`src/rtl/ghh_pkg.sv`:
```
// Shared constants, codes and a helper function for the gyro heading hold block.
// Used by ghh_div, ghh_mul, gyro_heading_hold and the testbench.
package ghh_pkg;

  localparam int MAX_CAL_SAMPLES = 4096;

  localparam int RATE_W = 16;
  localparam int STEP_W = 16;
  localparam int HEAD_W = 48;
  localparam int THR_W  = 47;
  localparam int BYTE_W = 8;
  localparam int FRAC_W = 26;
  localparam int CFG_W  = 47;
  localparam int IDX_W  = 3;

  localparam int CNT_W  = $clog2(MAX_CAL_SAMPLES + 1);
  localparam int SUM_W  = RATE_W + CNT_W + 1;
  localparam int ITER_W = $clog2(SUM_W);
  localparam int DIFF_W = RATE_W + 1;
  localparam int MUL_AW = HEAD_W;
  localparam int MUL_BW = STEP_W + 1;
  localparam int MUL_PW = MUL_AW + MUL_BW;
  localparam int MOT_W  = HEAD_W + BYTE_W + 2;

  typedef enum logic [1:0] {
    CMD_SAMPLE    = 2'd0,
    CMD_INTEGRATE = 2'd1,
    CMD_CALIBRATE = 2'd2,
    CMD_RESET     = 2'd3
  } cmd_t;

  localparam logic [IDX_W-1:0] REG_DEADBAND = 3'd0;
  localparam logic [IDX_W-1:0] REG_GAIN_POS = 3'd1;
  localparam logic [IDX_W-1:0] REG_GAIN_NEG = 3'd2;
  localparam logic [IDX_W-1:0] REG_BASE_POS = 3'd3;
  localparam logic [IDX_W-1:0] REG_BASE_NEG = 3'd4;

  localparam logic [THR_W-1:0]  DEADBAND_RST = 47'd5856284;
  localparam logic [BYTE_W-1:0] GAIN_POS_RST = 8'd15;
  localparam logic [BYTE_W-1:0] GAIN_NEG_RST = 8'd20;
  localparam logic [BYTE_W-1:0] BASE_POS_RST = 8'd128;
  localparam logic [BYTE_W-1:0] BASE_NEG_RST = 8'd129;

  typedef struct packed {
    logic busy;
    logic done;
  } div_stat_t;

  function automatic logic [BYTE_W-1:0] speed_byte(input logic [MOT_W-1:0] v);
    logic [BYTE_W-1:0] r;
    if (v[MOT_W-1] || (v == '0)) begin
      r = '0;
    end else if (|v[MOT_W-1:FRAC_W+BYTE_W]) begin
      r = '1;
    end else begin
      r = v[FRAC_W+BYTE_W-1:FRAC_W];
    end
    return r;
  endfunction

endpackage

```
`src/rtl/ghh_in_if.sv`:
```
// Input channel of the gyro heading hold block: command, rate sample and time step.
// Standalone; no package dependency.
interface ghh_in_if;
  logic        valid;
  logic        ready;
  logic [1:0]  command;
  logic signed [15:0] gyro_rate;
  logic [15:0] time_step;

  modport source (output valid, command, gyro_rate, time_step, input ready);
  modport sink (input valid, command, gyro_rate, time_step, output ready);
endinterface

```
`src/rtl/ghh_out_if.sv`:
```
// Result channel of the gyro heading hold block: heading, mode and motor bytes.
// Standalone; no package dependency.
interface ghh_out_if;
  logic        valid;
  logic        ready;
  logic signed [47:0] yaw_angle;
  logic        integrating;
  logic        motor_valid;
  logic [7:0]  left_speed;
  logic [7:0]  right_speed;

  modport source (output valid, yaw_angle, integrating, motor_valid, left_speed,
                  right_speed, input ready);
  modport sink (input valid, yaw_angle, integrating, motor_valid, left_speed,
                right_speed, output ready);
endinterface

```
`src/rtl/gyro_heading_hold.sv`:
```
// Gyro heading hold: bias calibration, yaw integration and proportional motor bytes.
// Top level; uses ghh_pkg, ghh_in_if, ghh_out_if, ghh_div and ghh_mul.
//
// Usage:
//   samples carries one item per sample or command (command, gyro_rate, time_step).
//   results carries exactly one item per input item: heading, mode, motor pair.
//   cfg_write/cfg_index/cfg_data write a register at the clock edge; no read-back.
// Timing:
//   One item is worked at a time; samples.ready is high only while the sequencer
//   is idle. A result is written to the output register from S_DONE, its path
//   paced by the shared multiplier used twice and the single adder used for both
//   motor bytes.
//   Command 1 with collected samples also runs the bit-serial divider.
// Reset:
//   rst clears heading, bias, samples and mode, and loads register defaults.
// Stall:
//   A finished result waits in the output register; the next item is taken
//   meanwhile, and its result waits until results.ready frees the register.
module gyro_heading_hold (
  input  logic                      clk,
  input  logic                      rst,
  ghh_in_if.sink                    samples,
  ghh_out_if.source                 results,
  input  logic                      cfg_write,
  input  logic [ghh_pkg::IDX_W-1:0] cfg_index,
  input  logic [ghh_pkg::CFG_W-1:0] cfg_data
);
  import ghh_pkg::*;

  typedef enum logic [3:0] {
    S_IDLE, S_EXEC, S_DIV, S_ACC, S_CMP, S_MULG, S_LEFT, S_RIGHT, S_DONE
  } state_t;

  state_t state;

  logic [THR_W-1:0]  deadband;
  logic [BYTE_W-1:0] gain_pos;
  logic [BYTE_W-1:0] gain_neg;
  logic [BYTE_W-1:0] base_pos;
  logic [BYTE_W-1:0] base_neg;

  cmd_t                     cmd;
  logic signed [RATE_W-1:0] rate;
  logic [STEP_W-1:0]        step;
  logic signed [HEAD_W-1:0] heading;
  logic signed [RATE_W-1:0] bias;
  logic signed [SUM_W-1:0]  sum;
  logic [CNT_W-1:0]         count;
  logic                     mode;
  logic                     mv;
  logic                     side_pos;
  logic                     div_neg;
  logic [BYTE_W-1:0]        left;
  logic [BYTE_W-1:0]        right;

  logic                     res_load;
  logic                     res_valid;
  logic signed [HEAD_W-1:0] res_yaw;
  logic                     res_mode;
  logic                     res_mv;
  logic [BYTE_W-1:0]        res_left;
  logic [BYTE_W-1:0]        res_right;

  logic                     mul_en;
  logic signed [MUL_AW-1:0] mul_a;
  logic signed [MUL_BW-1:0] mul_b;
  logic signed [MUL_PW-1:0] mul_p;

  logic                     div_start;
  logic [SUM_W-1:0]         div_dividend;
  div_stat_t                div_stat;
  logic [SUM_W-1:0]         div_q;
  logic [RATE_W-1:0]        q16;

  logic signed [DIFF_W-1:0] rate_diff;
  logic signed [HEAD_W:0]   acc_sum;
  logic signed [HEAD_W-1:0] acc_sat;
  logic signed [HEAD_W-1:0] thr_s;
  logic                     pos_hit;
  logic                     neg_hit;
  logic [BYTE_W-1:0]        gsel;
  logic [BYTE_W-1:0]        bsel;
  logic [MOT_W-1:0]         bq;
  logic [MOT_W-1:0]         mot_p;
  logic [MOT_W-1:0]         mot_v;

  always_ff @(posedge clk) begin
    if (rst) begin
      deadband <= DEADBAND_RST;
      gain_pos <= GAIN_POS_RST;
      gain_neg <= GAIN_NEG_RST;
      base_pos <= BASE_POS_RST;
      base_neg <= BASE_NEG_RST;
    end else if (cfg_write) begin
      case (cfg_index)
        REG_DEADBAND: deadband <= cfg_data[THR_W-1:0];
        REG_GAIN_POS: gain_pos <= cfg_data[BYTE_W-1:0];
        REG_GAIN_NEG: gain_neg <= cfg_data[BYTE_W-1:0];
        REG_BASE_POS: base_pos <= cfg_data[BYTE_W-1:0];
        REG_BASE_NEG: base_neg <= cfg_data[BYTE_W-1:0];
        default: ;
      endcase
    end
  end

  always_comb begin
    rate_diff = {rate[RATE_W-1], rate} - {bias[RATE_W-1], bias};
    gsel      = side_pos ? gain_pos : gain_neg;
    bsel      = side_pos ? base_pos : base_neg;
    mul_en    = (state == S_EXEC) || (state == S_MULG);
    if (state == S_MULG) begin
      mul_a = heading;
      mul_b = MUL_BW'({1'b0, gsel});
    end else begin
      mul_a = MUL_AW'(rate_diff);
      mul_b = {1'b0, step};
    end
  end

  ghh_mul u_mul (
    .clk (clk),
    .en  (mul_en),
    .a   (mul_a),
    .b   (mul_b),
    .p   (mul_p)
  );

  assign div_start    = (state == S_EXEC) && (cmd == CMD_INTEGRATE) && (count != '0);
  assign div_dividend = sum[SUM_W-1] ? SUM_W'(-sum) : SUM_W'(sum);
  assign q16          = div_q[RATE_W-1:0];

  ghh_div u_div (
    .clk      (clk),
    .rst      (rst),
    .start    (div_start),
    .dividend (div_dividend),
    .divisor  (count),
    .stat     (div_stat),
    .quotient (div_q)
  );

  always_comb begin
    acc_sum = {heading[HEAD_W-1], heading} + mul_p[HEAD_W:0];
    if (acc_sum[HEAD_W] != acc_sum[HEAD_W-1]) begin
      acc_sat = acc_sum[HEAD_W] ? {1'b1, {(HEAD_W-1){1'b0}}} : {1'b0, {(HEAD_W-1){1'b1}}};
    end else begin
      acc_sat = acc_sum[HEAD_W-1:0];
    end
    thr_s   = {1'b0, deadband};
    pos_hit = heading > thr_s;
    neg_hit = heading < -thr_s;
    bq      = MOT_W'({bsel, {FRAC_W{1'b0}}});
    mot_p   = mul_p[MOT_W-1:0];
    mot_v   = (state == S_LEFT) ? (bq + mot_p) : (bq - mot_p);
  end

  assign res_load = (state == S_DONE) && (!res_valid || results.ready);

  always_ff @(posedge clk) begin
    if (rst) begin
      res_valid <= 1'b0;
    end else if (res_load) begin
      res_valid <= 1'b1;
      res_yaw   <= heading;
      res_mode  <= mode;
      res_mv    <= mv;
      res_left  <= left;
      res_right <= right;
    end else if (results.ready) begin
      res_valid <= 1'b0;
    end
  end

  always_ff @(posedge clk) begin
    if (rst) begin
      state     <= S_IDLE;
      mode      <= 1'b0;
      heading   <= '0;
      bias      <= '0;
      sum       <= '0;
      count     <= '0;
    end else begin
      case (state)
        S_IDLE: begin
          if (samples.valid) begin
            cmd   <= cmd_t'(samples.command);
            rate  <= samples.gyro_rate;
            step  <= samples.time_step;
            mv    <= 1'b0;
            left  <= '0;
            right <= '0;
            state <= S_EXEC;
          end
        end
        S_EXEC: begin
          case (cmd)
            CMD_INTEGRATE: begin
              mode    <= 1'b1;
              sum     <= '0;
              count   <= '0;
              div_neg <= sum[SUM_W-1];
              if (count == '0) begin
                bias  <= '0;
                state <= S_DONE;
              end else begin
                state <= S_DIV;
              end
            end
            CMD_CALIBRATE: begin
              mode  <= 1'b0;
              sum   <= '0;
              count <= '0;
              state <= S_DONE;
            end
            CMD_RESET: begin
              mode    <= 1'b0;
              heading <= '0;
              bias    <= '0;
              sum     <= '0;
              count   <= '0;
              state   <= S_DONE;
            end
            default: begin
              if (step == '0) begin
                state <= S_DONE;
              end else if (!mode) begin
                if (count < CNT_W'(MAX_CAL_SAMPLES)) begin
                  sum   <= sum + SUM_W'(rate);
                  count <= count + 1'b1;
                end
                state <= S_CMP;
              end else begin
                state <= S_ACC;
              end
            end
          endcase
        end
        S_DIV: begin
          if (div_stat.done) begin
            bias  <= div_neg ? -q16 : q16;
            state <= S_DONE;
          end
        end
        S_ACC: begin
          heading <= acc_sat;
          state   <= S_CMP;
        end
        S_CMP: begin
          if (pos_hit) begin
            mv       <= 1'b1;
            side_pos <= 1'b1;
            state    <= S_MULG;
          end else if (neg_hit) begin
            mv       <= 1'b1;
            side_pos <= 1'b0;
            state    <= S_MULG;
          end else begin
            state <= S_DONE;
          end
        end
        S_MULG: begin
          state <= S_LEFT;
        end
        S_LEFT: begin
          left  <= speed_byte(mot_v);
          state <= S_RIGHT;
        end
        S_RIGHT: begin
          right <= speed_byte(mot_v);
          state <= S_DONE;
        end
        S_DONE: begin
          if (res_load) begin
            state <= S_IDLE;
          end
        end
        default: state <= S_IDLE;
      endcase
    end
  end

  assign samples.ready       = (state == S_IDLE);
  assign results.valid       = res_valid;
  assign results.yaw_angle   = res_yaw;
  assign results.integrating = res_mode;
  assign results.motor_valid = res_mv;
  assign results.left_speed  = res_left;
  assign results.right_speed = res_right;

  a_idle_speeds: assert property (@(posedge clk) disable iff (rst)
    results.valid && !results.motor_valid |-> results.left_speed == '0 &&
      results.right_speed == '0)
    else $error("speed bytes nonzero without a motor pair");

  a_count_bound: assert property (@(posedge clk) disable iff (rst)
    count <= CNT_W'(MAX_CAL_SAMPLES))
    else $error("calibration count beyond bound");

  a_div_free: assert property (@(posedge clk) disable iff (rst)
    div_start |-> !div_stat.busy)
    else $error("divider started while busy");

  a_accept_exec: assert property (@(posedge clk) disable iff (rst)
    samples.valid && samples.ready |=> state == S_EXEC)
    else $error("accepted item not dispatched");

  a_div_finish: assert property (@(posedge clk) disable iff (rst)
    state == S_DIV && div_stat.done |=> state == S_DONE)
    else $error("divider result not taken");
endmodule

```
`src/rtl/ghh_div.sv`:
```
// Restoring divider, one quotient bit per cycle, for the calibration mean.
// Depends on ghh_pkg.
module ghh_div (
  input  logic                      clk,
  input  logic                      rst,
  input  logic                      start,
  input  logic [ghh_pkg::SUM_W-1:0] dividend,
  input  logic [ghh_pkg::CNT_W-1:0] divisor,
  output ghh_pkg::div_stat_t        stat,
  output logic [ghh_pkg::SUM_W-1:0] quotient
);
  import ghh_pkg::*;

  logic [SUM_W-1:0]  quot;
  logic [CNT_W:0]    rem;
  logic [CNT_W-1:0]  dvs;
  logic [ITER_W-1:0] iter;
  logic              busy;
  logic              done;
  logic [CNT_W:0]    rem_sh;
  logic [CNT_W:0]    diff;
  logic              ge;

  always_comb begin
    rem_sh = {rem[CNT_W-1:0], quot[SUM_W-1]};
    ge     = rem_sh >= {1'b0, dvs};
    diff   = rem_sh - {1'b0, dvs};
  end

  always_ff @(posedge clk) begin
    if (rst) begin
      busy <= 1'b0;
      done <= 1'b0;
      iter <= '0;
    end else begin
      done <= 1'b0;
      if (start) begin
        busy <= 1'b1;
        iter <= ITER_W'(SUM_W - 1);
      end else if (busy) begin
        if (iter == '0) begin
          busy <= 1'b0;
          done <= 1'b1;
        end else begin
          iter <= iter - 1'b1;
        end
      end
    end
  end

  always_ff @(posedge clk) begin
    if (start) begin
      quot <= dividend;
      rem  <= '0;
      dvs  <= divisor;
    end else if (busy) begin
      quot <= {quot[SUM_W-2:0], ge};
      rem  <= ge ? diff : rem_sh;
    end
  end

  assign stat.busy = busy;
  assign stat.done = done;
  assign quotient  = quot;
endmodule

```
`src/rtl/ghh_mul.sv`:
```
// Shared signed multiplier with registered product.
// Serves the rate-times-step and the gain-times-heading products. Depends on ghh_pkg.
module ghh_mul (
  input  logic                              clk,
  input  logic                              en,
  input  logic signed [ghh_pkg::MUL_AW-1:0] a,
  input  logic signed [ghh_pkg::MUL_BW-1:0] b,
  output logic signed [ghh_pkg::MUL_PW-1:0] p
);
  import ghh_pkg::*;

  always_ff @(posedge clk) begin
    if (en) begin
      p <= MUL_PW'(a * b);
    end
  end
endmodule

```
`src/flat_wrapper.sv`:
```
// flat-port wrapper written by rule: the top's interface ports become plain ports
module gyro_heading_hold_flat import ghh_pkg::*;
  (clk, rst, cfg_write, cfg_index, cfg_data, samples_valid, samples_command, samples_gyro_rate, samples_time_step, samples_ready, results_valid, results_yaw_angle, results_integrating, results_motor_valid, results_left_speed, results_right_speed, results_ready);
  ghh_in_if samples_i ();
  ghh_out_if results_i ();
  input  logic clk;
  input  logic rst;
  input  logic cfg_write;
  input  logic [ghh_pkg::IDX_W-1:0] cfg_index;
  input  logic [ghh_pkg::CFG_W-1:0] cfg_data;
  input wire logic [$bits(samples_i.valid)-1:0] samples_valid;
  input wire logic [$bits(samples_i.command)-1:0] samples_command;
  input wire logic [$bits(samples_i.gyro_rate)-1:0] samples_gyro_rate;
  input wire logic [$bits(samples_i.time_step)-1:0] samples_time_step;
  output wire logic [$bits(samples_i.ready)-1:0] samples_ready;
  output wire logic [$bits(results_i.valid)-1:0] results_valid;
  output wire logic [$bits(results_i.yaw_angle)-1:0] results_yaw_angle;
  output wire logic [$bits(results_i.integrating)-1:0] results_integrating;
  output wire logic [$bits(results_i.motor_valid)-1:0] results_motor_valid;
  output wire logic [$bits(results_i.left_speed)-1:0] results_left_speed;
  output wire logic [$bits(results_i.right_speed)-1:0] results_right_speed;
  input wire logic [$bits(results_i.ready)-1:0] results_ready;
  assign samples_i.valid = samples_valid;
  assign samples_i.command = samples_command;
  assign samples_i.gyro_rate = samples_gyro_rate;
  assign samples_i.time_step = samples_time_step;
  assign samples_ready = samples_i.ready;
  assign results_valid = results_i.valid;
  assign results_yaw_angle = results_i.yaw_angle;
  assign results_integrating = results_i.integrating;
  assign results_motor_valid = results_i.motor_valid;
  assign results_left_speed = results_i.left_speed;
  assign results_right_speed = results_i.right_speed;
  assign results_i.ready = results_ready;
  gyro_heading_hold u_core (.clk(clk), .rst(rst), .samples(samples_i), .results(results_i), .cfg_write(cfg_write), .cfg_index(cfg_index), .cfg_data(cfg_data));
endmodule
```
`config.mk`:
```
export PLATFORM = sky130hd
export DESIGN_NAME = gyro_heading_hold_flat
export DESIGN_NICKNAME = d
export VERILOG_FILES = /design/src/rtl/ghh_pkg.sv /design/src/rtl/ghh_in_if.sv /design/src/rtl/ghh_out_if.sv /design/src/rtl/gyro_heading_hold.sv /design/src/rtl/ghh_div.sv /design/src/rtl/ghh_mul.sv /design/src/flat_wrapper.sv
export SDC_FILE = /design/constraint.sdc
export NUM_CORES = 2
export LEC_CHECK = 0
export BUFFER_PORTS_ARGS = -buffer_cell sky130_fd_sc_hd__buf_2
export CORE_UTILIZATION = 45
export CTS_CLUSTER_SIZE = 14
export DETAILED_ROUTE_END_ITERATION = 8
export PLACE_DENSITY_LB_ADDON = 0.08
export SKIP_CTS_REPAIR_TIMING = 1
export SLEW_MARGIN = 20
export SYNTH_ARGS = -nofsm -noshare
export SYNTH_HDL_FRONTEND = slang
export SYNTH_HIERARCHICAL = 1
export SYNTH_SLANG_ARGS = --single-unit
```
`constraint.sdc`:
```
create_clock -name clk -period 10.51 [get_ports clk]
set_input_delay 1.051 -clock clk [delete_from_list [all_inputs] [get_ports clk]]
set_output_delay 1.051 -clock clk [all_outputs]
set_load 0.01 [all_outputs]
```
==> run metrics <==
CP arrival 10.17 ns; Worst-Margin Slew 1.22 ns; Die ar. 0.119 mm^2; GR Overflow Total 0; total global-route track usage 27.0%; Max-slew headroom 18.0%; Mapped Area 0.0528 mm^2; Final ANT Viol Nets 0; initial core utilization 45.4%; WL/cell 20.7 um; GP Congestion 0.918; Clk pin slew, worst setup/hold paths 0.06 ns; std cell rows 125; worst-skew pair later-pin latency 0.65 ns; WP data required 10.90 ns; Synth Area per Inst 8.80 um^2; Final setup viols 0; DR vias 41,900; Total Wirelength 158,000 um; Detailed Place HPWL 123,000 um; vias per cell 5.50; Non-Filler Instances 7,616; DR pass1 iterations 6; port buffer count 156; Longest Clk Path Bufs 3; delay-heaviest family, CP adder cells; first-pass GRT wire length 248,000 um; area of the core 0.116 mm^2; initial drt markers 2,883; worst hold-check path type reg -> reg; largest net degree at the start of global routing 67; # IOs 157; drc violations 0; slowest CP cell a221oi_1; commonest non-fill, non-tap cell in the layout inv_1; initial antenna violation count 0; Syn-to-layout area delta 8.46%; # nets final 7,205; chip width 345 um; Clock Sinks 432; Fin Clk Skew 0.0286 ns; total negative slack 0 ns; period utilisation layout 93.1%; placed insts 7,510; Clock Root Buffer clkbuf_16; Worst setup EP type register; worst-path maximum fanout 33; Max Cap Viol 0; CP Buf/Inv Count 7; RSZ-0062 raised after global routing no; status completed; commonest cells after routing, fill and taps aside 962 x inv_1, 847 x nand2_1, 713 x fa_1; cell mode on critical path fa_1; crit path launch type register; Largest stage delay, worst path 0.59 ns; post-synthesis cell count 6,007; die height 345 um; TritonCTS clock tree built; CP Class reg -> reg; post-layout min period 9.78 ns; layout cells sized above 1 7.71%; CTS buffer count 52; Yosys Warn Count 6; Final Hold Viols 0; CTS H-tree lvls 2; vias in the first global route 42,700; fmax 0.102 GHz; Slew Limit Fails 0
-- registers in the layout, summed over array words and instances (netlist names), 13 cells and up --
register / cells
u_core/rate: 16
u_core/results.yaw_angle: 48
u_core/u_div/rem: 13
u_core/u_div/quotient: 30
u_core/u_mul/p: 58
u_core/bias: 16
u_core/heading: 48
u_core/count: 13
u_core/deadband: 47
u_core/sum: 30
u_core/u_div/dvs: 13
u_core/step: 16
-- per-layer routing --
metal / track usage [%] / wire [um]
met5: 0 / 0
met4: 5.51 / 2980
met3: 3.92 / 9620
met2: 43.1 / 70600
met1: 38.9 / 74400
-- through the flow --
step	hold slack (ns)	util, %	setup slack [ns]	area (um^2)
after floorplan	0.400	-	1.68	52800
after global placement	0.401	47.6	0.925	55400
after detailed placement	0.405	47.6	0.780	55400
after CTS	0.418	49.2	0.743	57300
after global routing	0.423	49.2	0.0565	57300
final	0.416	49.2	0.727	57300
-- area by class of cell --
class                           count  area, um^2
Fill cell                       11400       59100
Multi-Input combinational cell   4338       37500
Sequential cell                   432       10900
Inverter                          964        3620
Tap cell                         1524        1910
Clock buffer                       77        1600
Timing Repair Buffer              252        1520
Clock inverter                     21         238
Antenna cell                        8        20.0
-- final timing paths --
kind | start | end | slack, ns | depth (start not counted)
worst max-delay path | u_core/rate[0] | u_core/u_mul/p[45] | 0.73 | 37
worst min-delay path | u_core/right[7] | u_core/results.right_speed[7] | 0.42 | 0
worst min register to register | u_core/right[7] | u_core/results.right_speed[7] | 0.42 | 0
worst max register to register | u_core/rate[0] | u_core/u_mul/p[45] | 0.73 | 37
Power is not shown: default switching activity piles up to over one toggle a cycle in this logic, so the estimate is an artifact.
